File: src/rtl/core/dqtc_ram.sv
// Generic single-write, single-read RAM with a registered read port.
// Used for the per-device usage counters; depends on nothing.
module dqtc_ram #(
  parameter int unsigned WIDTH = 48,
  parameter int unsigned DEPTH = 4
) (
  input  logic                                   clk_i,
  input  logic                                   we_i,
  input  logic [(DEPTH > 1 ? $clog2(DEPTH) : 1)-1:0] waddr_i,
  input  logic [WIDTH-1:0]                       wdata_i,
  input  logic [(DEPTH > 1 ? $clog2(DEPTH) : 1)-1:0] raddr_i,
  output logic [WIDTH-1:0]                       rdata_o
);

  logic [WIDTH-1:0] mem_q [DEPTH];
  logic [WIDTH-1:0] rdata_q;

  // Write port and registered read port.
  always_ff @(posedge clk_i) begin
    if (we_i) begin
      mem_q[waddr_i] <= wdata_i;
    end
    rdata_q <= mem_q[raddr_i];
  end

  assign rdata_o = rdata_q;

endmodule

File: config.mk
export PLATFORM = sky130hd
export DESIGN_NAME = dqtc_ram
export DESIGN_NICKNAME = d
export VERILOG_FILES = /design/src/rtl/core/dqtc_ram.sv
export SDC_FILE = /design/constraint.sdc
export NUM_CORES = 1
export LEC_CHECK = 0
export ABC_AREA = 1
export BUFFER_PORTS_ARGS = -buffer_cell sky130_fd_sc_hd__buf_2
export CAP_MARGIN = 10
export CORE_MARGIN = 8
export CORE_UTILIZATION = 52
export DETAILED_ROUTE_END_ITERATION = 8
export PLACE_DENSITY = 0.72
export SLEW_MARGIN = 20
export SYNTH_ARGS = -nofsm -noshare
export SYNTH_HDL_FRONTEND = slang
export SYNTH_SLANG_ARGS = --single-unit
File: constraint.sdc
create_clock -name clk_i -period 4.39 [get_ports clk_i]
set_input_delay 0.6585 -clock clk_i [delete_from_list [all_inputs] [get_ports clk_i]]
set_output_delay 0.6585 -clock clk_i [all_outputs]
set_load 0.02 [all_outputs]
==> run summary, run 1 <==
Critical Path AT: 2.34 ns
clock period minus worst slack: 1.90 ns
Post-Synthesis Cells: 808
TritonCTS buffer count: 24
Initial Util: 0.527
vias in the first global route: 5298
status: finished, final reports clean
area of the core: 17200 sq um
power density cells: 468 nW/um^2
power consumption: 4.92 mW
clock tree from TritonCTS: done
die height: 148 microns
syn_nets: 862
wire length of the first global-routing pass: 26.7 mm
largest family of logic cells by synthesized area: simple AND/OR/NAND/NOR gates
overall track demand over capacity in global routing: 0.153
Clock Skews: 0.00515 ns
pin count of the biggest net entering global routing: 97
DRC marker count from the first detailed-route iteration: 300
Hold Crit Class: primary input to flip-flop
clock transition time at the flip-flop clock pins of the worst setup and hold paths: 0.06 ns
DRC violation count after routing: 0
Gates resized, CTS repair: 0
Worst Setup End Kind: flip-flop
placer's final routability congestion estimate: 0.722
Final TNS setup: 0 ns
CTS sink cnt: 240
Crit Path Category: primary input to flip-flop
Slew @ Worst Pin: 1.06 ns
cell at the root of the clock tree: sky130_fd_sc_hd__clkbuf_16
Mean Syn Cell Area: 11.2 sq um
net count reported at finish: 965
H-tree depth: 1
area share of and/or/nand/nor cells after synthesis: 0.155
number of nets with antenna violations after routing: 0
final count of hold timing violations: 0
count of buffers added by post-CTS timing repair for setup: 0
count of vias placed by the detailed router: 5387
footprint of the multi-input gates: 1450 sq um
end-of-flow core utilization: 0.612
setup repair after global routing missed its margin: false
Detail Placement HPWL: 9.56 mm
fraction of final layout cells sized beyond drive strength 1: 0.157
layout overhead on the synthesized area: 16.1%
sequential element share of the synthesized area: 0.743
standard-cell row count: 48
detailed-route wire length: 16.9 mm
Final Hold Slack: 0.373 ns
number of buffers inserted by hold repair at cts: 0
number of iterations in the first detailed-routing pass: 4
Synth Warn #: 0
share of the synthesized area in compound gates (AO/OA/AOI/OAI): 0
final critical-path share of the clock period: 0.433
highest clock frequency the design can meet: 526 MHz
maximum buffer depth of the clock tree: 3
via/cell ratio: 4.67
FF+latch area: 6730 sq um
routed wire length per instance: 14.7 microns
reported leakage power: 4.86 nW
multiplexer share of the synthesized area: 0
adder-cell share of the synthesized area: 0
total grt overflow: 0
post-synthesis instance area: 9060 sq um
ports placed on the boundary: 102
critical path launch point type: primary input
number of storage elements in the synthesis netlist: 240
max_slew headroom: 0.296
Final setup violation count: 0
Die Outline Area: 21900 sq um
highest-count cells in the layout ignoring fill and taps: sky130_fd_sc_hd__nand2_1, sky130_fd_sc_hd__inv_1, sky130_fd_sc_hd__edfxtp_1
filler instances: 1394
Slew Limit Fails: 0
Distinct cells, synth: 11
most common cell after layout, fill and taps aside: sky130_fd_sc_hd__nand2_1
crit path max fanout: 61
XOR/XNOR Fraction of Synth Area: 0
data required time of the critical path: 4.82 ns
number of port buffers: 101
Peak VDD IR: 0.391 mV
initial antenna violation count: 4
Die W: 148 microns
clock latency of the later-clocked register in the worst-skew pair: 0.50 ns
MaxCap Viol Count: 0
==> cell families after synthesis <==
logic type,Yosys count
and+or+nand+nor,340
buffers and inverters,228
DFF,240
==> final timing paths <==
check / from / endpoint / slack (ns) / cells past startpoint
worst min register to register: mem_q[1][6] / rdata_o[6] / 0.53 / 4
worst min-delay path: wdata_i[26] / mem_q[0][26] / 0.37 / 1
worst max-delay path: raddr_i[0] / rdata_o[45] / 2.49 / 6
worst max register to register: mem_q[1][45] / rdata_o[45] / 3.59 / 4
==> cell type report <==
class                           instances  area share
Sequential cell                       240       0.639
Multi-Input combinational cell        340       0.138
Clock buffer                           35      0.0640
Clock inverter                          8     0.00833
Timing Repair Buffer                  108      0.0533
Tap cell                              225      0.0268
Inverter                              197      0.0704
Antenna cell                            1    0.000238
==> cell usage after synthesis <==
master | n | area share
sky130_fd_sc_hd__dfxtp_1 | 48 | 0.11
sky130_fd_sc_hd__inv_2 | 1 | 0.00041
sky130_fd_sc_hd__nor3_1 | 4 | 0.0022
sky130_fd_sc_hd__buf_2 | 20 | 0.011
sky130_fd_sc_hd__nand3_1 | 96 | 0.053
sky130_fd_sc_hd__buf_6 | 6 | 0.0075
sky130_fd_sc_hd__edfxtp_1 | 192 | 0.64
sky130_fd_sc_hd__nand2_1 | 240 | 0.099
sky130_fd_sc_hd__clkbuf_1 | 4 | 0.0017
sky130_fd_sc_hd__inv_1 | 196 | 0.081
sky130_fd_sc_hd__buf_4 | 1 | 0.00083
==> stage by stage <==
step / setup slack (ns) / std cells / area (sq um)
2_1_floorplan: 1.32 / 808 / 9080
3_3_place_gp: 1.98 / 1110 / 9760
3_5_place_dp: 1.95 / 1110 / 9760
4_1_cts: 2.48 / 1153 / 10500
5_1_grt: 2.35 / 1154 / 10500
6_report: 2.49 / 1154 / 10500
==> where the power goes <==
group,internal (mW),switching [mW],total (mW)
Combinational,0.104,0.237,0.341
Clock,1.18,0.774,1.95
Sequential,2.59,0.0352,2.63
==> worst max-delay path: stages <==
cell,delay [ns]
sky130_fd_sc_hd__buf_4,0.09
sky130_fd_sc_hd__clkinv_2,0.69
sky130_fd_sc_hd__buf_4,0.57
sky130_fd_sc_hd__nand2_1,0.12
sky130_fd_sc_hd__nand3_1,0.07
sky130_fd_sc_hd__nand2_1,0.11
==> per-layer routing <==
metal / track usage / part of all wire
met5: 0 / 0.0023
met4: 0.0377 / 0.017
met3: 0.0370 / 0.071
met2: 0.270 / 0.50
met1: 0.184 / 0.41
==> sequential cells by signal, indices dropped and copies added, names as in the netlist <==
signal and cells:
mem_q 192, rdata_o 48
Power figures use the tool's default switching activity.
==> run 2: changes to the inputs <==
--- a/config.mk
+++ b/config.mk
@@ -5,13 +5,13 @@
 export SDC_FILE = /design/constraint.sdc
 export NUM_CORES = 1
 export LEC_CHECK = 0
-export ABC_AREA = 1
+export ABC_AREA = 0
 export BUFFER_PORTS_ARGS = -buffer_cell sky130_fd_sc_hd__buf_2
 export CAP_MARGIN = 10
 export CORE_MARGIN = 8
-export CORE_UTILIZATION = 52
+export CORE_UTILIZATION = 56
 export DETAILED_ROUTE_END_ITERATION = 8
-export PLACE_DENSITY = 0.72
+export PLACE_DENSITY = 0.75
 export SLEW_MARGIN = 20
 export SYNTH_ARGS = -nofsm -noshare
 export SYNTH_HDL_FRONTEND = slang
==> constraint.sdc (replaced) <==
create_clock -name clk_i -period 1.84 [get_ports clk_i]
set_input_delay 0.276 -clock clk_i [delete_from_list [all_inputs] [get_ports clk_i]]
set_output_delay 0.276 -clock clk_i [all_outputs]
set_load 0.02 [all_outputs]
==> run summary, run 2 <==
power density cells: 1160 nW/um^2 (+150%)
initial antenna violation count: 0 (-4)
worst reg2reg path depth: 1 (-3)
critical path launch point type: flip-flop
sequential element share of the synthesized area: 0.850 (+0.108)
library cell with the highest instance count after synthesis: sky130_fd_sc_hd__edfxtp_1
Internal Power: 9.05 mW (+130%)
reg-to-reg setup timing slack: 0.83 ns (-2.76 ns)
standard-cell row count: 43 (-10%)
via/cell ratio: 5.37 (+15%)
Die W: 135 microns (-8.9%)
top cells by instance count after synthesis: sky130_fd_sc_hd__edfxtp_1, sky130_fd_sc_hd__dfxtp_1, sky130_fd_sc_hd__mux4_2
MaxCap Viol Count: 0 (unchanged)
final critical-path share of the clock period: 0.720
filler instances: 828 (-41%)
launch point of the worst path: rdata_o[22]
clock period minus worst slack: 1.32 ns
flip-flop count of the largest register, all copies and words added: 192 (unchanged)
n_diodes: 0 (-1)
reported net switching power: 2.33 mW (+120%)
DRC violation count after routing: 0 (unchanged)
fraction of final layout cells sized beyond drive strength 1: 0.400 (+0.243)
placer's final routability congestion estimate: 0.682 (-5.5%)
TritonCTS buffer count: 23 (-4.2%)
status: finished, final reports clean
routed wire length per instance: 20.7 microns (+41%)
share of synthesized registers carrying an async set or reset: 0 (unchanged)
crit path max fanout: 1 (-98%)
cell at the root of the clock tree: sky130_fd_sc_hd__clkbuf_16
vias in the first global route: 3924 (-26%)
post-synthesis instance area: 7910 sq um (-13%)
die height: 135 microns (-8.9%)
Synth Warn #: 0 (unchanged)
final count of hold timing violations: 0 (unchanged)
area share of and/or/nand/nor cells after synthesis: 0.00395 (-0.151)
data required time of the critical path: 1.56 ns (-3.26 ns)
cell types occupying the most area after synthesis: sky130_fd_sc_hd__edfxtp_1, sky130_fd_sc_hd__mux4_2, sky130_fd_sc_hd__dfxtp_1
ports placed on the boundary: 102 (unchanged)
detailed-route wire length: 13.6 mm (-19%)
family of cells with the greatest summed delay on the critical path: flip-flops
count of vias placed by the detailed router: 3544 (-34%)
final instance count without filler cells: 660 (-43%)
portion of synthesized cell area occupied by the leading cell type: 0.729 (+0.0923)
Post-Synthesis Cells: 302 (-63%)
overall track demand over capacity in global routing: 0.152 (-0.00113)
area leader, netlist: sky130_fd_sc_hd__edfxtp_1
clock transition time at the flip-flop clock pins of the worst setup and hold paths: 0.06 ns (about the same)
most common cell after layout, fill and taps aside: sky130_fd_sc_hd__edfxtp_1
Final setup violation count: 0 (unchanged)
Mean Syn Cell Area: 26.2 sq um (+130%)
crit-path max cell delay: 0.37 ns (-0.32 ns)
share of the synthesized area in compound gates (AO/OA/AOI/OAI): 0 (unchanged)
clock tree from TritonCTS: done
area of the core: 13800 sq um (-20%)
Biggest register: mem_q
total grt overflow: 0 (unchanged)
layout overhead on the synthesized area: 24.1%
clock share of power: 0.383 (-0.013)
adder-cell share of the synthesized area: 0 (unchanged)
power consumption: 11.4 mW (+130%)
Hold Crit Class: primary input to flip-flop
Logic pwr share: 0.066 (-0.003)
Slew @ Worst Pin: 0.315 ns (-0.741 ns)
highest clock frequency the design can meet: 755 MHz
clock latency of the later-clocked register in the worst-skew pair: 0.49 ns (about the same)
Critical Path AT: 1.05 ns (-1.29 ns)
Gates resized, CTS repair: 0 (unchanged)
Slowest cell on crit path: sky130_fd_sc_hd__dfxtp_1
portion of total power attributed to sequential cells: 0.552 (+0.018)
end-of-flow core utilization: 0.710 (+0.0975)
XOR/XNOR Fraction of Synth Area: 0 (unchanged)
Distinct cells, synth: 10 (-1)
largest family of logic cells by synthesized area: multiplexers
setup repair after global routing missed its margin: false
FF+latch area: 6730 sq um (unchanged)
highest-count cells in the layout ignoring fill and taps: sky130_fd_sc_hd__edfxtp_1, sky130_fd_sc_hd__buf_2, sky130_fd_sc_hd__mux4_2, sky130_fd_sc_hd__dfxtp_1, sky130_fd_sc_hd__dlygate4sd3_1
Worst Hold End: mem_q[1][33]
Peak VDD IR: 1.15 mV (+190%)
leading register cell type out of synthesis: sky130_fd_sc_hd__edfxtp_1
net count reported at finish: 517 (-46%)
max_slew headroom: 0.790 (+0.494)
buffers and inverters on the worst path: 1 (-2)
number of port buffers: 101 (unchanged)
Crit Path Category: flip-flop to output pin
number of storage elements in the synthesis netlist: 240 (unchanged)
multiplexer share of the synthesized area: 0.137 (+0.137)
minimum setup slack in the final design: 0.515 ns (-1.97 ns)
worst setup timing slack at the placement stage: 0.353 ns (-1.60 ns)
DP Cell Count: 580 (-48%)
Die Outline Area: 18200 sq um (-17%)
syn_nets: 356 (-59%)
pin count of the biggest net entering global routing: 49 (-49%)
startpoint of the most critical hold path: wdata_i[33]
share of total power consumed by net switching: 0.205 (-0.00772)
Initial Util: 0.572 (+0.0448)
destination of the worst register-to-register timing path: rdata_o[8]
Slew Limit Fails: 0 (unchanged)
count of flip-flops with a built-in enable after synthesis: 192 (unchanged)
cells traversed along the worst timing path: buf_2
number of nets with antenna violations after routing: 0 (unchanged)
footprint of the multi-input gates: 1130 sq um (-22%)
number of cells on the worst hold path: 1 (unchanged)
H-tree depth: 1 (unchanged)
number of iterations in the first detailed-routing pass: 5 (+1)
Detail Placement HPWL: 7.37 mm (-23%)
maximum buffer depth of the clock tree: 3 (unchanged)
DRC marker count from the first detailed-route iteration: 339 (+13%)
reported leakage power: 3.46 nW (-29%)
count of buffers added by post-CTS timing repair for setup: 0 (unchanged)
wire length of the first global-routing pass: 21.2 mm (-21%)
Worst Setup End Kind: output pin
startpoint of the lowest-slack register-to-register path: mem_q[3][8]
Clock Skews: 0.0116 ns (+0.00648 ns)
Final Hold Slack: 0.0171 ns (-0.356 ns)
CTS sink cnt: 240 (unchanged)
[run 2: cell type report]
type,instances,share of cell area
Multi-Input combinational cell,52,0.115
Tap cell,180,0.0229
Clock inverter,7,0.00382
Sequential cell,240,0.685
Timing Repair Buffer,146,0.105
Clock buffer,35,0.0683
[run 2: worst max path at each step]
stage	slack [ns]	depth (start not counted)	to
floorplan	-0.12	1	mem_q[0][0]
global placement	0.39	3	rdata_o[31]
detailed placement	0.35	3	rdata_o[39]
CTS	0.50	1	rdata_o[8]
global route	0.49	1	rdata_o[8]
finish	0.52	1	rdata_o[22]
[run 2: layer usage]
metal  vias up  global-route usage  wire, microns
met5         -                   0              0
met4         0              0.0418            278
met3        24              0.0368            939
met2       131               0.250           6720
met1      1807               0.198           5710
li1       1582                   -              -
[run 2: kinds of logic after synthesis]
logic type             after synthesis
flip-flops                         240
buffers and inverters               10
multiplexers                        48
AND/OR/NAND/NOR                      4
[run 2: stage by stage]
stage,cell area (sq um),setup TNS (ns)
finish,9820,0
global route,9820,0
CTS,9820,0
detailed placement,8730,0
global placement,8730,0
floorplan,7930,-5.98
[run 2: what timing repair did]
item                                    in CTS  in global routing
endpoints found under the setup margin       0                  0
hold endpoints to repair                   150                  0
hold buffers                                38                  0
[run 2: power by group through the flow]
stage / Clock (mW) / Combinational (mW) / Sequential, mW
2_1_floorplan: 0 / 0.266 / 6.50
3_3_place_gp: 0 / 0.677 / 6.37
3_5_place_dp: 0 / 0.694 / 6.39
4_1_cts: 4.44 / 0.761 / 6.28
5_1_grt: 4.64 / 0.800 / 6.30
6_report: 4.36 / 0.747 / 6.28
==> run 3: changes to the inputs <==
--- a/config.mk
+++ b/config.mk
@@ -9,9 +9,9 @@
 export BUFFER_PORTS_ARGS = -buffer_cell sky130_fd_sc_hd__buf_2
 export CAP_MARGIN = 10
 export CORE_MARGIN = 8
-export CORE_UTILIZATION = 56
+export CORE_UTILIZATION = 51
 export DETAILED_ROUTE_END_ITERATION = 8
-export PLACE_DENSITY = 0.75
+export PLACE_DENSITY = 0.72
 export SLEW_MARGIN = 20
 export SYNTH_ARGS = -nofsm -noshare
 export SYNTH_HDL_FRONTEND = slang
==> constraint.sdc (replaced) <==
create_clock -name clk_i -period 1.2 [get_ports clk_i]
set_input_delay 0.18 -clock clk_i [delete_from_list [all_inputs] [get_ports clk_i]]
set_output_delay 0.18 -clock clk_i [all_outputs]
set_load 0.02 [all_outputs]
==> run summary, run 3 (synthesis results as in run 2) <==
fraction of final layout cells sized beyond drive strength 1: 0.430 (+0.0297)
Crit Path Category: flip-flop to output pin
clock latency of the later-clocked register in the worst-skew pair: 0.51 ns (+0.02 ns)
crit-path max cell delay: 0.34 ns (-0.03 ns)
ports placed on the boundary: 102 (unchanged)
buffers and inverters on the worst path: 1 (unchanged)
DP Cell Count: 601 (+3.6%)
number of iterations in the first detailed-routing pass: 6 (+1)
count of buffers added by post-CTS timing repair for setup: 0 (unchanged)
power density cells: 1780 nW/um^2 (+54%)
Worst Setup End Kind: output pin
reported leakage power: 3.68 nW (+6.2%)
worst reg2reg path depth: 1 (unchanged)
TritonCTS buffer count: 24 (+4.3%)
routed wire length per instance: 20.4 microns (-1.4%)
most common cell after layout, fill and taps aside: sky130_fd_sc_hd__edfxtp_1
crit path max fanout: 1 (unchanged)
Peak VDD IR: 1.30 mV (+13%)
Hold Crit Class: primary input to flip-flop
Slew @ Worst Pin: 0.235 ns (-0.0800 ns)
final count of hold timing violations: 0 (unchanged)
family of cells with the greatest summed delay on the critical path: flip-flops
Detail Placement HPWL: 8.53 mm (+16%)
logic depth of the worst setup path including buffers: 1 (unchanged)
H-tree depth: 1 (unchanged)
clock tree from TritonCTS: done
vias in the first global route: 3949 (+0.64%)
Final setup violation count: 0 (unchanged)
standard-cell row count: 45 (+4.7%)
highest-count cells in the layout ignoring fill and taps: sky130_fd_sc_hd__edfxtp_1, sky130_fd_sc_hd__buf_2, sky130_fd_sc_hd__mux4_2, sky130_fd_sc_hd__dlygate4sd3_1, sky130_fd_sc_hd__dfxtp_1
count of vias placed by the detailed router: 3653 (+3.1%)
Slew Limit Fails: 0 (unchanged)
Clock Skews: 0.00966 ns (-0.00197 ns)
number of cells on the worst hold path: 2 (+1)
pin count of the biggest net entering global routing: 36 (-27%)
overall track demand over capacity in global routing: 0.146 (-0.00554)
Slowest cell on crit path: sky130_fd_sc_hd__dfxtp_1
Biggest register: mem_q
total grt overflow: 0 (unchanged)
layout overhead on the synthesized area: 30.7%
final critical-path share of the clock period: 0.981
end-of-flow core utilization: 0.680 (-0.0299)
initial antenna violation count: 2 (+2)
highest clock frequency the design can meet: 849 MHz
flip-flop count of the largest register, all copies and words added: 192 (unchanged)
Die Outline Area: 19800 sq um (+8.6%)
Initial Util: 0.520 (-0.0517)
number of port buffers: 101 (unchanged)
MaxCap Viol Count: 0 (unchanged)
via/cell ratio: 5.26 (-2.0%)
number of nets with antenna violations after routing: 0 (unchanged)
area after detailed placement: 8960 sq um (+2.6%)
clock transition time at the flip-flop clock pins of the worst setup and hold paths: 0.06 ns (about the same)
area of the core: 15200 sq um (+9.9%)
cell at the root of the clock tree: sky130_fd_sc_hd__clkbuf_16
detailed-route wire length: 14.1 mm (+3.6%)
wire length of the first global-routing pass: 22.3 mm (+5.1%)
maximum buffer depth of the clock tree: 3 (unchanged)
critical path launch point type: flip-flop
cells traversed along the worst timing path: buf_4
final instance count without filler cells: 694 (+5.2%)
CTS sink cnt: 240 (unchanged)
clock period minus worst slack: 1.18 ns
max_slew headroom: 0.843 (+0.0534)
data required time of the critical path: 1.02 ns (-0.54 ns)
DRC violation count after routing: 0 (unchanged)
status: finished, final reports clean
placer's final routability congestion estimate: 0.707 (+3.7%)
design area: 10300 sq um (+5.3%)
Critical Path AT: 1.00 ns (-0.05 ns)
DRC marker count from the first detailed-route iteration: 190 (-44%)
net count reported at finish: 541 (+4.6%)
die height: 141 microns (+4.2%)
Die W: 141 microns (+4.2%)
## run 3: cell types whose count changed in the layout (fill, tap and decap cells not counted), sizes merged
cell	previous run	this run
inv	1	0
bufinv	0	3
diode	0	1
dlygate4sd3	38	48
buf	108	121
clkinv	5	8
clkinvlp	1	0
clkbuf	35	33
## run 3: path summary, 6_finish.rpt
path,start,to,slack (ns)
max,rdata_o[3],rdata_o[3],0.02
min reg2reg,mem_q[2][5],rdata_o[5],0.54
min,waddr_i[1],mem_q[3][13],0.18
max reg2reg,mem_q[2][13],rdata_o[13],0.22
## run 3: what timing repair did
action                                  CTS  global route
hold buffers                             48             0
gates resized for setup                  17            23
endpoints found under the setup margin   12            20
pin swaps                                 0             0
hold endpoints to repair                192             0
## run 3: cell type report
cell class | count | area, sq um
flip-flops and latches | 240 | 6740
fillers | 959 | 4860
repair buffers | 169 | 1420
multi-input cells | 52 | 1140
clock buffers | 33 | 676
well taps | 188 | 235
clock inverters | 11 | 130
diodes | 1 | 2.50
## run 3: power by group
part	total (mW)	internal [mW]	switching [mW]
registers	9.63	9.50	0.130
clock network	7.46	4.58	2.89
logic	1.31	0.668	0.639
## run 3: layer usage
metal,wire (microns),vias up,share of wire,global-route usage
met5,29,-,0.0021,0
met4,252,4,0.018,0.0379
met3,979,31,0.069,0.0479
met2,6760,110,0.48,0.235
met1,6130,1866,0.43,0.190
li1,-,1642,-,-
## run 3: per-stage QoR
stage	hold WS [ns]	power, mW	TNS, ns	setup WS, ns
after global routing	0.158	19.0	-0.0261	-0.0228
after global placement	0.390	10.9	0	0.00488
after floorplan	0.279	10.4	-32.09	-0.669
after detailed placement	0.397	10.9	-0.218	-0.0221
after CTS	0.156	18.5	0	0.00181
final	0.176	18.4	0	0.0223
